File: src/sv/cemi_pkg.sv
// shared constants and types for the cemi data frame parser
// no dependencies; used by cemi_data_frame_parser_top
`default_nettype none

package cemi_pkg;

  // byte position counter saturates at this value
  localparam int unsigned MAX_FRAME_BYTES = 511;
  localparam int unsigned POS_W           = $clog2(MAX_FRAME_BYTES + 1);
  // one extra bit so that position plus offsets never wraps
  localparam int unsigned CMP_W           = POS_W + 1;

  // supported message codes
  localparam logic [7:0] CODE_DATA_REQ = 8'h11;
  localparam logic [7:0] CODE_DATA_IND = 8'h29;

  // frame layout, offsets after the additional information
  localparam logic [3:0] OFS_SRC_HI = 4'd4;
  localparam logic [3:0] OFS_SRC_LO = 4'd5;
  localparam logic [3:0] OFS_DST_HI = 4'd6;
  localparam logic [3:0] OFS_DST_LO = 4'd7;
  localparam logic [3:0] OFS_OP_HI  = 4'd9;
  localparam logic [3:0] OFS_OP_LO  = 4'd10;
  localparam logic [3:0] MIN_FRAME  = 4'd11;

  localparam logic [7:0] OP_HI_MASK    = 8'h03;
  localparam logic [7:0] OP_LO_MASK    = 8'hC0;
  localparam logic [7:0] SHORT_PAY_MASK = 8'h3F;

  typedef enum logic [1:0] {
    ST_OK        = 2'd0,
    ST_SHORT     = 2'd1,
    ST_BAD_CODE  = 2'd2,
    ST_TOO_SMALL = 2'd3
  } parse_status_e;

endpackage

`default_nettype wire

File: src/sv/cemi_data_frame_parser_top.sv
// cemi l_data frame parser, byte stream in, payload and frame summary out
// depends on cemi_pkg
`default_nettype none

// Usage:
//  s_axis carries one frame byte per word in tdata, tlast on the frame's last byte.
//  m_axis gives one result word for every payload byte and for every frame's
//  last byte; bytes of the header produce no word. tuser flags a payload byte,
//  tlast marks the frame summary (addresses, operation, status in tdata).
//  A word accepted into the input register is parsed into the result register,
//  which drives m_axis. Throughput: one byte per cycle while m_axis does not stall,
//  set by the single parse stage between the input and the result register.
//  When m_axis stalls, the parse stage holds its word only if that word
//  makes a result; the input register keeps it and s_axis_tready drops.
//  Header-only words keep flowing through a stalled output.
//  Reset clears both valid flags and the parse state (byte position, message
//  code, info length, addresses, operation); the next byte starts a frame.
module cemi_data_frame_parser_top (
  input  wire logic        clk_i,
  input  wire logic        rst_ni,
  input  wire logic        s_axis_tvalid,
  output logic             s_axis_tready,
  input  wire logic [7:0]  s_axis_tdata,   // [7:0] data_byte
  input  wire logic        s_axis_tlast,   // frame_last
  output logic             m_axis_tvalid,
  input  wire logic        m_axis_tready,
  output logic [47:0]      m_axis_tdata,   // [7:0] payload_byte, [23:8] source_address,
                                           // [39:24] destination_address,
                                           // [43:40] operation_code, [45:44] parse_status,
                                           // [47:46] zero
  output logic             m_axis_tlast,   // frame_end
  output logic             m_axis_tuser    // payload_valid
);

  localparam int unsigned POS_W = cemi_pkg::POS_W;
  localparam int unsigned CMP_W = cemi_pkg::CMP_W;
  localparam logic [POS_W-1:0] POS_MAX = POS_W'(cemi_pkg::MAX_FRAME_BYTES);

  // input register
  logic       in_valid_q;
  logic [7:0] in_byte_q;
  logic       in_last_q;

  // parse state
  logic [POS_W-1:0] pos_q, pos_d;
  logic [7:0]       code_q, code_d;
  logic [7:0]       len_q, len_d;
  logic [15:0]      src_q, src_d;
  logic [15:0]      dst_q, dst_d;
  logic [3:0]       op_q, op_d;

  // result register
  logic        out_valid_q;
  logic        out_pay_q;
  logic [7:0]  out_byte_q;
  logic        out_last_q;
  logic [15:0] out_src_q;
  logic [15:0] out_dst_q;
  logic [3:0]  out_op_q;
  cemi_pkg::parse_status_e out_status_q;

  logic             supported;
  logic [CMP_W-1:0] posx, lenx, rel, size;
  logic             in_window;
  logic             pay;
  logic [7:0]       pbyte;
  logic             emit;
  logic             out_free;
  logic             advance;
  cemi_pkg::parse_status_e status;

  always_comb begin
    code_d = (pos_q == '0) ? in_byte_q : code_q;
    len_d  = (pos_q == POS_W'(1)) ? in_byte_q : len_q;
    supported = (code_d == cemi_pkg::CODE_DATA_REQ) || (code_d == cemi_pkg::CODE_DATA_IND);

    posx = {1'b0, pos_q};
    lenx = CMP_W'(len_d);
    rel  = posx - lenx;
    in_window = (posx >= lenx + CMP_W'(cemi_pkg::OFS_SRC_HI)) &&
                (posx <= lenx + CMP_W'(cemi_pkg::OFS_OP_LO));

    src_d = src_q;
    dst_d = dst_q;
    op_d  = op_q;
    if (in_window) begin
      case (rel[3:0])
        cemi_pkg::OFS_SRC_HI: src_d[15:8] = in_byte_q;
        cemi_pkg::OFS_SRC_LO: src_d[7:0]  = in_byte_q;
        cemi_pkg::OFS_DST_HI: dst_d[15:8] = in_byte_q;
        cemi_pkg::OFS_DST_LO: dst_d[7:0]  = in_byte_q;
        cemi_pkg::OFS_OP_HI:  op_d[3:2]   = in_byte_q[1:0];
        cemi_pkg::OFS_OP_LO:  op_d[1:0]   = in_byte_q[7:6];
        default: ;
      endcase
    end

    pay   = 1'b0;
    pbyte = '0;
    if (supported) begin
      if (posx >= lenx + CMP_W'(cemi_pkg::MIN_FRAME)) begin
        pay   = 1'b1;
        pbyte = in_byte_q;
      end else if (in_last_q && in_window && (rel[3:0] == cemi_pkg::OFS_OP_LO)) begin
        // frame ends on the operation byte: its low six bits are the payload
        pay   = 1'b1;
        pbyte = in_byte_q & cemi_pkg::SHORT_PAY_MASK;
      end
    end

    size = posx + CMP_W'(1);
    if (!supported) begin
      status = cemi_pkg::ST_BAD_CODE;
    end else if (size < CMP_W'(cemi_pkg::MIN_FRAME)) begin
      status = cemi_pkg::ST_TOO_SMALL;
    end else if (size < lenx + CMP_W'(cemi_pkg::MIN_FRAME)) begin
      status = cemi_pkg::ST_SHORT;
    end else begin
      status = cemi_pkg::ST_OK;
    end

    if (in_last_q) begin
      pos_d = '0;
    end else if (pos_q < POS_MAX) begin
      pos_d = pos_q + POS_W'(1);
    end else begin
      pos_d = POS_MAX;
    end

    emit = pay || in_last_q;
  end

  assign out_free      = !out_valid_q || m_axis_tready;
  // header words need no room in the result register
  assign advance       = in_valid_q && (!emit || out_free);
  assign s_axis_tready = !in_valid_q || advance;

  always_ff @(posedge clk_i or negedge rst_ni) begin
    if (!rst_ni) begin
      in_valid_q  <= 1'b0;
      out_valid_q <= 1'b0;
      pos_q       <= '0;
      code_q      <= '0;
      len_q       <= '0;
      src_q       <= '0;
      dst_q       <= '0;
      op_q        <= '0;
    end else begin
      if (s_axis_tready) begin
        in_valid_q <= s_axis_tvalid;
      end
      if (advance) begin
        pos_q  <= pos_d;
        code_q <= code_d;
        len_q  <= len_d;
        src_q  <= src_d;
        dst_q  <= dst_d;
        op_q   <= op_d;
      end
      if (out_free) begin
        out_valid_q <= advance && emit;
      end
    end
  end

  always_ff @(posedge clk_i) begin
    if (s_axis_tready && s_axis_tvalid) begin
      in_byte_q <= s_axis_tdata;
      in_last_q <= s_axis_tlast;
    end
    if (advance && emit) begin
      out_pay_q  <= pay;
      out_byte_q <= pbyte;
      out_last_q <= in_last_q;
      if (in_last_q && (status == cemi_pkg::ST_OK)) begin
        out_src_q <= src_d;
        out_dst_q <= dst_d;
        out_op_q  <= op_d;
      end else begin
        out_src_q <= '0;
        out_dst_q <= '0;
        out_op_q  <= '0;
      end
      out_status_q <= in_last_q ? status : cemi_pkg::ST_OK;
    end
  end

  assign m_axis_tvalid = out_valid_q;
  assign m_axis_tuser  = out_pay_q;
  assign m_axis_tlast  = out_last_q;
  assign m_axis_tdata  = {2'b00, out_status_q, out_op_q, out_dst_q, out_src_q, out_byte_q};

`ifndef SYNTHESIS
  // a word without payload must be a frame summary with zero payload byte
  assert property (@(posedge clk_i) disable iff (!rst_ni)
    out_valid_q && !out_pay_q |-> out_last_q && (out_byte_q == '0))
    else $error("result without payload is not a frame end");

  // summaries only carry a status on the frame end word
  assert property (@(posedge clk_i) disable iff (!rst_ni)
    out_valid_q && !out_last_q |-> (out_status_q == cemi_pkg::ST_OK) &&
      (out_src_q == '0) && (out_dst_q == '0) && (out_op_q == '0))
    else $error("summary fields set on a non frame end word");

  // failed parses report no addresses
  assert property (@(posedge clk_i) disable iff (!rst_ni)
    out_valid_q && (out_status_q != cemi_pkg::ST_OK) |->
      (out_src_q == '0) && (out_dst_q == '0) && (out_op_q == '0))
    else $error("addresses reported on a failed parse");

  // last byte of a frame restarts the byte position
  assert property (@(posedge clk_i) disable iff (!rst_ni)
    advance && in_last_q |=> pos_q == '0)
    else $error("byte position not cleared after frame end");
`endif

endmodule

`default_nettype wire

File: config.mk
export PLATFORM = sky130hd
export DESIGN_NAME = cemi_data_frame_parser_top
export DESIGN_NICKNAME = d
export VERILOG_FILES = /design/src/sv/cemi_pkg.sv /design/src/sv/cemi_data_frame_parser_top.sv
export SDC_FILE = /design/constraint.sdc
export NUM_CORES = 1
export LEC_CHECK = 0
export ABC_AREA = 1
export BUFFER_PORTS_ARGS = -buffer_cell sky130_fd_sc_hd__buf_2
export CORE_ASPECT_RATIO = 0.9
export CORE_MARGIN = 3
export CORE_UTILIZATION = 45
export DETAILED_ROUTE_END_ITERATION = 7
export HOLD_SLACK_MARGIN = 0.06
export MAX_ROUTING_LAYER = met4
export SLEW_MARGIN = 20
export SYNTH_ARGS = -nofsm -noshare
export SYNTH_HDL_FRONTEND = slang
export SYNTH_SLANG_ARGS = --single-unit
export TNS_END_PERCENT = 10
File: constraint.sdc
create_clock -name clk_i -period 7 [get_ports clk_i]
set_input_delay 0.7 -clock clk_i [delete_from_list [all_inputs] [get_ports clk_i]]
set_output_delay 0.7 -clock clk_i [all_outputs]
set_load 0.01 [all_outputs]
==> results of run 1 <==
path summary, 6_finish.rpt:
| path | slack (ns) | from | end |
|---|---|---|---|
| min in group clk_i | 0.45 | s_axis_tdata[2] | in_byte_q[2] |
| max in group asynchronous | 5.95 | rst_ni | len_q[5] |
| min reg2reg | 0.47 | code_q[2] | code_q[2] |
| max | 1.31 | pos_q[5] | s_axis_tready |
| max reg2reg | 1.49 | pos_q[5] | out_src_q[11] |
| min | 0.45 | rst_ni | dst_q[6] |
logic make-up after synthesis:
family	count (synthesis)	synth area share, %
AO/OA/AOI/OAI	56	4.33
XOR/XNOR	18	2.17
adder cells (fa/ha/maj)	46	8.04
buffers and inverters	166	9.82
flip-flops	120	45.3
other	1	0.0517
AND/OR/NAND/NOR	521	30.2
state kept, by name, summed over array words and instances, names as in the netlist:
signal	count
dst_q	16
out_dst_q	16
out_src_q	16
src_q	16
pos_q	9
code_q	8
in_byte_q	8
len_q	8
out_byte_q	8
op_q	4
out_op_q	4
out_status_q	2
in_last_q	1
in_valid_q	1
m_axis_tlast	1
m_axis_tuser	1
m_axis_tvalid	1
routing by layer:
layer / vias to the layer above / share of wire (%) / GRT usage, % / wire length, microns
met2: 151 / 45 / 33.9 / 8280
li1: 3038 / - / - / -
met1: 2819 / 48 / 31.3 / 8800
met3: 23 / 5.1 / 3.69 / 925
met5: - / 0 / - / 0
met4: 0 / 1.5 / 6.67 / 269
power by group through the flow:
| stage | registers [W] | logic [W] | clock network [W] |
|---|---|---|---|
| floorplan | 0.000924 | 0.000734 | 0 |
| global placement | 0.000940 | 0.000936 | 0 |
| detailed placement | 0.000938 | 0.000938 | 0 |
| CTS | 0.000929 | 0.000943 | 0.00101 |
| global route | 0.000943 | 0.00111 | 0.00104 |
| finish | 0.000930 | 0.000949 | 0.000990 |
layout by cell type (no fill, tap or decap), types with 2 or more instances in the layout:
master,n
a21oi_1,23
buf_2,62
buf_4,4
bufinv_16,5
clkbuf_16,17
clkbuf_8,4
clkinv_1,2
clkinv_4,2
conb_1,2
dfrtp_1,62
edfxtp_1,57
ha_1,45
inv_1,131
inv_2,2
nand2_1,288
nand2_2,6
nand2_4,3
nand3_1,96
nand4_1,9
nor2_1,99
nor2_2,2
nor3_1,13
o211ai_1,2
o21ai_0,23
o21ai_1,2
o21ai_2,2
xor2_1,17
metrics by stage:
stage | hold slack, ns | util [%] | cells | instance area, sq um | worst slack (ns)
after floorplan | 0.404 | - | 929 | 7250 | 2.08
after global placement | 0.454 | 48.9 | 1164 | 7640 | 1.61
after detailed placement | 0.458 | 48.9 | 1164 | 7640 | 1.50
after CTS | 0.440 | 53.2 | 1196 | 8310 | 1.34
after global routing | 0.439 | 53.2 | 1196 | 8310 | 0.912
final | 0.453 | 53.2 | 1196 | 8310 | 1.31
cell type report:
type / instances / area, sq um
Clock inverter: 11 / 191
Timing Repair Buffer: 66 / 340
Multi-Input combinational cell: 643 / 3250
Clock buffer: 21 / 480
Fill cell: 1514 / 7290
Inverter: 133 / 499
Tap cell: 202 / 253
Sequential cell: 120 / 3290
==> metrics.md, run 1 <==
| Metric | Value |
|---|---|
| Count of vias placed by the detailed router | 6031 |
| List of most frequent post-synthesis cells | 288 x nand2_1, 132 x inv_1, 99 x nor2_1 |
| Share of the synthesized area in the top cell type | 23.6% |
| Number of enable flip-flop cells after synthesis | 57 |
| Maximum ir drop on the vdd rail | 0.237 mV |
| Period Utilization, post-route | 81.2% |
| Slew at the pin with the worst max-slew slack | 1.03 ns |
| Number of antenna violations at the first check in global routing | 0 |
| Core area | 15600 sq um |
| # Post-CTS Setup Buffers | 0 |
| 1st-iter DRT viols | 439 |
| Unrepaired setup endpoints after global routing | no |
| Drt via density | 5.04 |
| Die width | 140 microns |
| Ys Warns | 0 |
| Chip Height | 126 microns |
| Latest clock arrival within the worst-skew pair | 0.42 ns |
| Number of resized instances in the post-cts repair step | 0 |
| Final RePlAce weighted congestion | 0.920 |
| Total buffers and inverters traversed by the critical path | 3 |
| Worst clock skew | 0.00838 ns |
| R2R depth | 18 |
| Detailed-route DRC error count | 0 |
| Relative contribution of sequential cells to total power | 32.4% |
| Max-cap viol count | 0 |
| Reported net switching power | 0.00103 W |
| Synthesis-to-finish area growth | 14.6% |
| Antenna Nets Post-Route | 0 |
| Top flip-flop cell by instance count after synthesis | dfrtp_1 |
| Share of post-route cells with drive strength above 1 | 11.7% |
| Number of diodes added for antenna fixing | 0 |
| Number of distinct library cells after synthesis | 36 |
| Initial cell density of the core | 46.5% |
| WS Path Type | flip-flop to output port |
| Number of synthesized register bits | 120 |
| Post-Synthesis Cells | 928 |
| Total global routing track utilization | 22.4% |
| Average cell area after synthesis | 7.81 sq um |
| Via count of the first global-routing pass | 5851 |
| Ports | 65 |
| Required @ worst endpoint | 6.30 ns |
| Clock tree root buffer cell | clkbuf_16 |
| Library cell with the largest summed area after synthesis | edfxtp_1 |
| Leakage Power | 4.14 nW |
| Mapped Area | 7250 sq um |
| Switching part of the total power | 36.1% |
| Setup violation total in the final timing report | 0 |
| Sequential cell area fraction in the yosys report | 45.3% |
| Hold crit path type | input port to async pin |
| Count of endpoints failing hold in the final timing report | 0 |
| Maximum frequency from static timing analysis | 176 MHz |
| Clock tree from TritonCTS | built |
| Number of input and output port buffers inserted | 62 |
| Maximum number of pins on one net before global-route repair | 64 |
| Pwr per Cell Area | 345 nW/um^2 |
| Die Area | 17700 sq um |
| Clock group share of total power | 34.5% |
| Number of hold buffers added after CTS | 0 |
| Shortest period the worst path allows | 5.69 ns |
| Detailed Route WL | 18.3 mm |
| Setup crit start kind | flip-flop |
| Relative contribution of combinational cells to total power | 33.1% |
| Total Power Consumption | 0.00287 W |
| Num CTS Buffers | 17 |
| First-pass DRT Iterations | 4 |
| Relative slew slack | 31.2% |
| Area contributors post-synth | edfxtp_1 24%, dfrtp_1 22%, nand2_1 15% |
| Maximum root-to-sink buffer count | 2 |
| Detail-routed net length per standard cell | 15.3 microns |
| Detailed-placement wirelength estimate | 12.0 mm |
| Final total negative setup slack | 0 ns |
| Pins Over Slew Limit | 0 |
| Crit path max-delay family | compound AO/OA/AOI/OAI gates |
| Cell internal power dissipation | 0.00183 W |
| Clk pin slew, worst setup/hold paths | 0.06 ns |
| Largest stage delay on the critical path | 0.68 ns |
| Largest fanout on the critical path | 16 |
| Total number of nets in the final design | 1040 |
| Logic depth of the worst setup path including buffers | 18 |
| Critical path capture point type | output port |
| Status | finished, final reports clean |
| Fraction of synthesis flops using an asynchronous set or reset pin | 52.5% |
| Data arrival time at the worst-slack endpoint | 4.99 ns |
| CTS sink count | 120 |
| Slowest cell on the critical path | o21ai_1 |
| Number of standard-cell rows in the floorplan | 43 |
| CTS H-Tree Depth | 4 |
| Sum of overflow across all layers after global routing | 0 |
| Cell with the most instances after synthesis | nand2_1 |
| Chain of cells forming the critical path | inv_1 > nand2_1 > nor2_4 > nand2_2 > o21ai_1 > ha_1 > inv_1 > o21ai_0 > nand2_1 > xor2_1 > ha_1 > a21oi_1 > o21a_1 > o211ai_1 > nor2_1 > o21bai_4 > nand3_1 > buf_2 |
| Wire length of the first global-routing pass | 30.5 mm |
(Power assumes the default switching activity.)
==> run 2: changes to the inputs <==
==> constraint.sdc (replaced) <==
create_clock -name clk_i -period 5.6 [get_ports clk_i]
set_input_delay 0.56 -clock clk_i [delete_from_list [all_inputs] [get_ports clk_i]]
set_output_delay 0.56 -clock clk_i [all_outputs]
set_load 0.01 [all_outputs]
==> run 2 against run 1 <==
Against the previous run: sequential power rose by 25%; die area unchanged; first-iteration DRC count increased by 4.3%; non-clock buffer count increased by 6; global-route usage is 0.62 points lower; sequential share of layout area is 0.32 points higher; critical path depth increased by 3; cell area decreased by 0.81%; combinational power increased by 29%; final cell count increased by 0.50%; count of clock-buffer cells in the layout decreased by 3; critical path type unchanged; highest routed layer unchanged.
==> metrics.md, run 2 (synthesis results as in run 1) <==
| Metric | Value |
|---|---|
| Status | finished, final reports clean |
| Antenna Nets Post-Route | 0 (unchanged) |
| Die Area | 17700 sq um (unchanged) |
| Worst clock skew | 0.00962 ns (+0.00124 ns) |
| Total number of nets in the final design | 1046 (+0.58%) |
| Maximum number of pins on one net before global-route repair | 64 (unchanged) |
| Via count of the first global-routing pass | 5562 (-4.9%) |
| Period Utilization, post-route | 89.1% |
| CTS H-Tree Depth | 4 (unchanged) |
| Maximum ir drop on the vdd rail | 0.239 mV (+0.81%) |
| Number of cells on the worst hold path | 1 |
| Initial cell density of the core | 46.5% (unchanged) |
| Worst Slack Setup Final | 0.613 ns (-0.701 ns) |
| Wire length of the first global-routing pass | 29.6 mm (-2.9%) |
| Total global routing track utilization | 21.8% (-0.62 points) |
| Leakage Power | 4.12 nW (-0.57%) |
| Hold Path End | in_byte_q[0] |
| Critical path capture point type | output port |
| Clock group share of total power | 29.9% (-4.6 points) |
| First-pass DRT Iterations | 6 (+2) |
| Relative contribution of sequential cells to total power | 34.1% (+1.7 points) |
| Util after Layout | 52.8% (-0.43 points) |
| Detail-routed net length per standard cell | 15.2 microns (-0.47%) |
| Hold crit path type | input port to flip-flop |
| Latest clock arrival within the worst-skew pair | 0.42 ns (about the same) |
| CTS sink count | 120 (unchanged) |
| Most common cell after layout, fill and taps aside | nand2_1 |
| Die width | 140 microns (unchanged) |
| Setup crit start kind | flip-flop |
| Count of vias placed by the detailed router | 5996 (-0.58%) |
| Final instance count without filler cells | 1202 (+0.50%) |
| Reported net switching power | 0.00131 W (+27%) |
| WS Path Type | flip-flop to output port |
| Top library cells by usage in the layout, fill and taps aside | 288 x nand2_1, 131 x inv_1, 99 x nor2_1 |
| Data arrival time at the worst-slack endpoint | 4.43 ns (-0.56 ns) |
| Placed insts | 1170 (+0.52%) |
| Final RePlAce weighted congestion | 0.923 (+0.35%) |
| Count of endpoints failing hold in the final timing report | 0 (unchanged) |
| Drt via density | 4.99 (-1.1%) |
| Num CTS Buffers | 17 (unchanged) |
| Cell internal power dissipation | 0.00209 W (+14%) |
| Shortest period the worst path allows | 4.99 ns |
| Relative slew slack | 42.7% (+11 points) |
| Maximum frequency from static timing analysis | 201 MHz |
| Number of resized instances in the post-cts repair step | 0 (unchanged) |
| Required @ worst endpoint | 5.04 ns (-1.26 ns) |
| Number of hold buffers added after CTS | 0 (unchanged) |
| Setup slack of the most critical reg-to-reg path | 0.92 ns (-0.57 ns) |
| Setup violation total in the final timing report | 0 (unchanged) |
| Switching part of the total power | 38.6% (+2.6 points) |
| # Post-CTS Setup Buffers | 0 (unchanged) |
| Number of diodes added for antenna fixing | 0 (unchanged) |
| Pwr per Cell Area | 413 nW/um^2 (+20%) |
| Final total negative setup slack | 0 ns (unchanged) |
| Max-cap viol count | 0 (unchanged) |
| Sum of overflow across all layers after global routing | 0 (unchanged) |
| Synthesis-to-finish area growth | 13.6% |
| R2R depth | 24 (+6) |
| Pre-CTS WS | 0.985 ns (-0.517 ns) |
| Total Power Consumption | 0.00340 W (+19%) |
| Startpoint of the worst hold path | s_axis_tdata[0] |
| Slew at the pin with the worst max-slew slack | 0.860 ns (-0.172 ns) |
| Clock tree root buffer cell | clkbuf_16 |
| Number of input and output port buffers inserted | 62 (unchanged) |
| Detailed Route WL | 18.3 mm (about the same) |
| Clock tree from TritonCTS | built |
| Largest fanout on the critical path | 16 (unchanged) |
| Core area | 15600 sq um (unchanged) |
| Detailed-placement wirelength estimate | 12.4 mm (+3.7%) |
| Chip Height | 126 microns (unchanged) |
| Share of post-route cells with drive strength above 1 | 12.1% (+0.43 points) |
| Endpoint of the most critical register-to-register path | out_dst_q[12] |
| Ports | 65 (unchanged) |
| Number of antenna violations at the first check in global routing | 0 (unchanged) |
| Number of standard-cell rows in the floorplan | 43 (unchanged) |
| 1st-iter DRT viols | 458 (+4.3%) |
| Unrepaired setup endpoints after global routing | no |
| Detailed-route DRC error count | 0 (unchanged) |
| Pins Over Slew Limit | 0 (unchanged) |
| Clk pin slew, worst setup/hold paths | 0.06 ns (about the same) |
| Relative contribution of combinational cells to total power | 36.0% (+2.9 points) |
| Maximum root-to-sink buffer count | 2 (unchanged) |
| Worst R2R Start | pos_q[1] |
run 2: worst max-delay path: stages, from the launching register on:
cell	delay, ns
dfrtp_1	0.51
inv_1	0.15
ha_1	0.15
nand2_1	0.06
nor2_2	0.16
nand2_2	0.20
o21ai_0	0.22
buf_4	0.18
inv_1	0.07
ha_1	0.23
nor2_1	0.18
nand2_1	0.11
nand3_1	0.09
xor2_1	0.34
ha_1	0.21
nand4_1	0.10
or3_1	0.36
inv_1	0.07
nor2_1	0.07
o21bai_4	0.20
nand3_1	0.15
buf_2	0.21
run 2: how the worst max path moves through the flow:
| stage | from | endpoint | slack [ns] | depth (start not counted) |
|---|---|---|---|---|
| 2_1_floorplan | pos_q[1] | m_axis_tlast | 0.68 | 20 |
| 3_3_place_gp | pos_q[5] | dst_q[10] | 1.0 | 20 |
| 3_5_place_dp | pos_q[1] | dst_q[10] | 0.99 | 23 |
| 4_1_cts | pos_q[1] | s_axis_tready | 0.61 | 21 |
| 5_1_grt | pos_q[1] | s_axis_tready | 0.09 | 22 |
| 6_report | pos_q[1] | s_axis_tready | 0.61 | 21 |
run 2: cell type report:
class	count	area [sq um]
well taps	202	253
inverters	133	499
multi-input cells	643	3250
flip-flops and latches	120	3290
clock buffers	18	439
fillers	1489	7360
clock inverters	14	108
repair buffers	72	398
run 2: metal layers:
metal	GRT usage, %	part of all wire [%]	up-vias
met1	32.3	51	2719
li1	-	-	3064
met3	4.64	5.5	31
met5	-	0	-
met4	6.72	2.0	0
met2	29.9	42	182
run 2: power groups by stage:
stage,combinational (W),clock (W),sequential (W)
detailed placement,0.00121,0,0.00117
global route,0.00141,0.00107,0.00118
floorplan,0.000918,0,0.00116
finish,0.00122,0.00102,0.00116
global placement,0.00121,0,0.00117
CTS,0.00122,0.00103,0.00116
run 2: per-stage QoR:
| step | cell area (sq um) | hold slack [ns] |
|---|---|---|
| after global routing | 8240 | 0.300 |
| after floorplan | 7250 | 0.264 |
| after detailed placement | 7690 | 0.458 |
| after CTS | 8240 | 0.303 |
| final | 8240 | 0.315 |
| after global placement | 7690 | 0.454 |
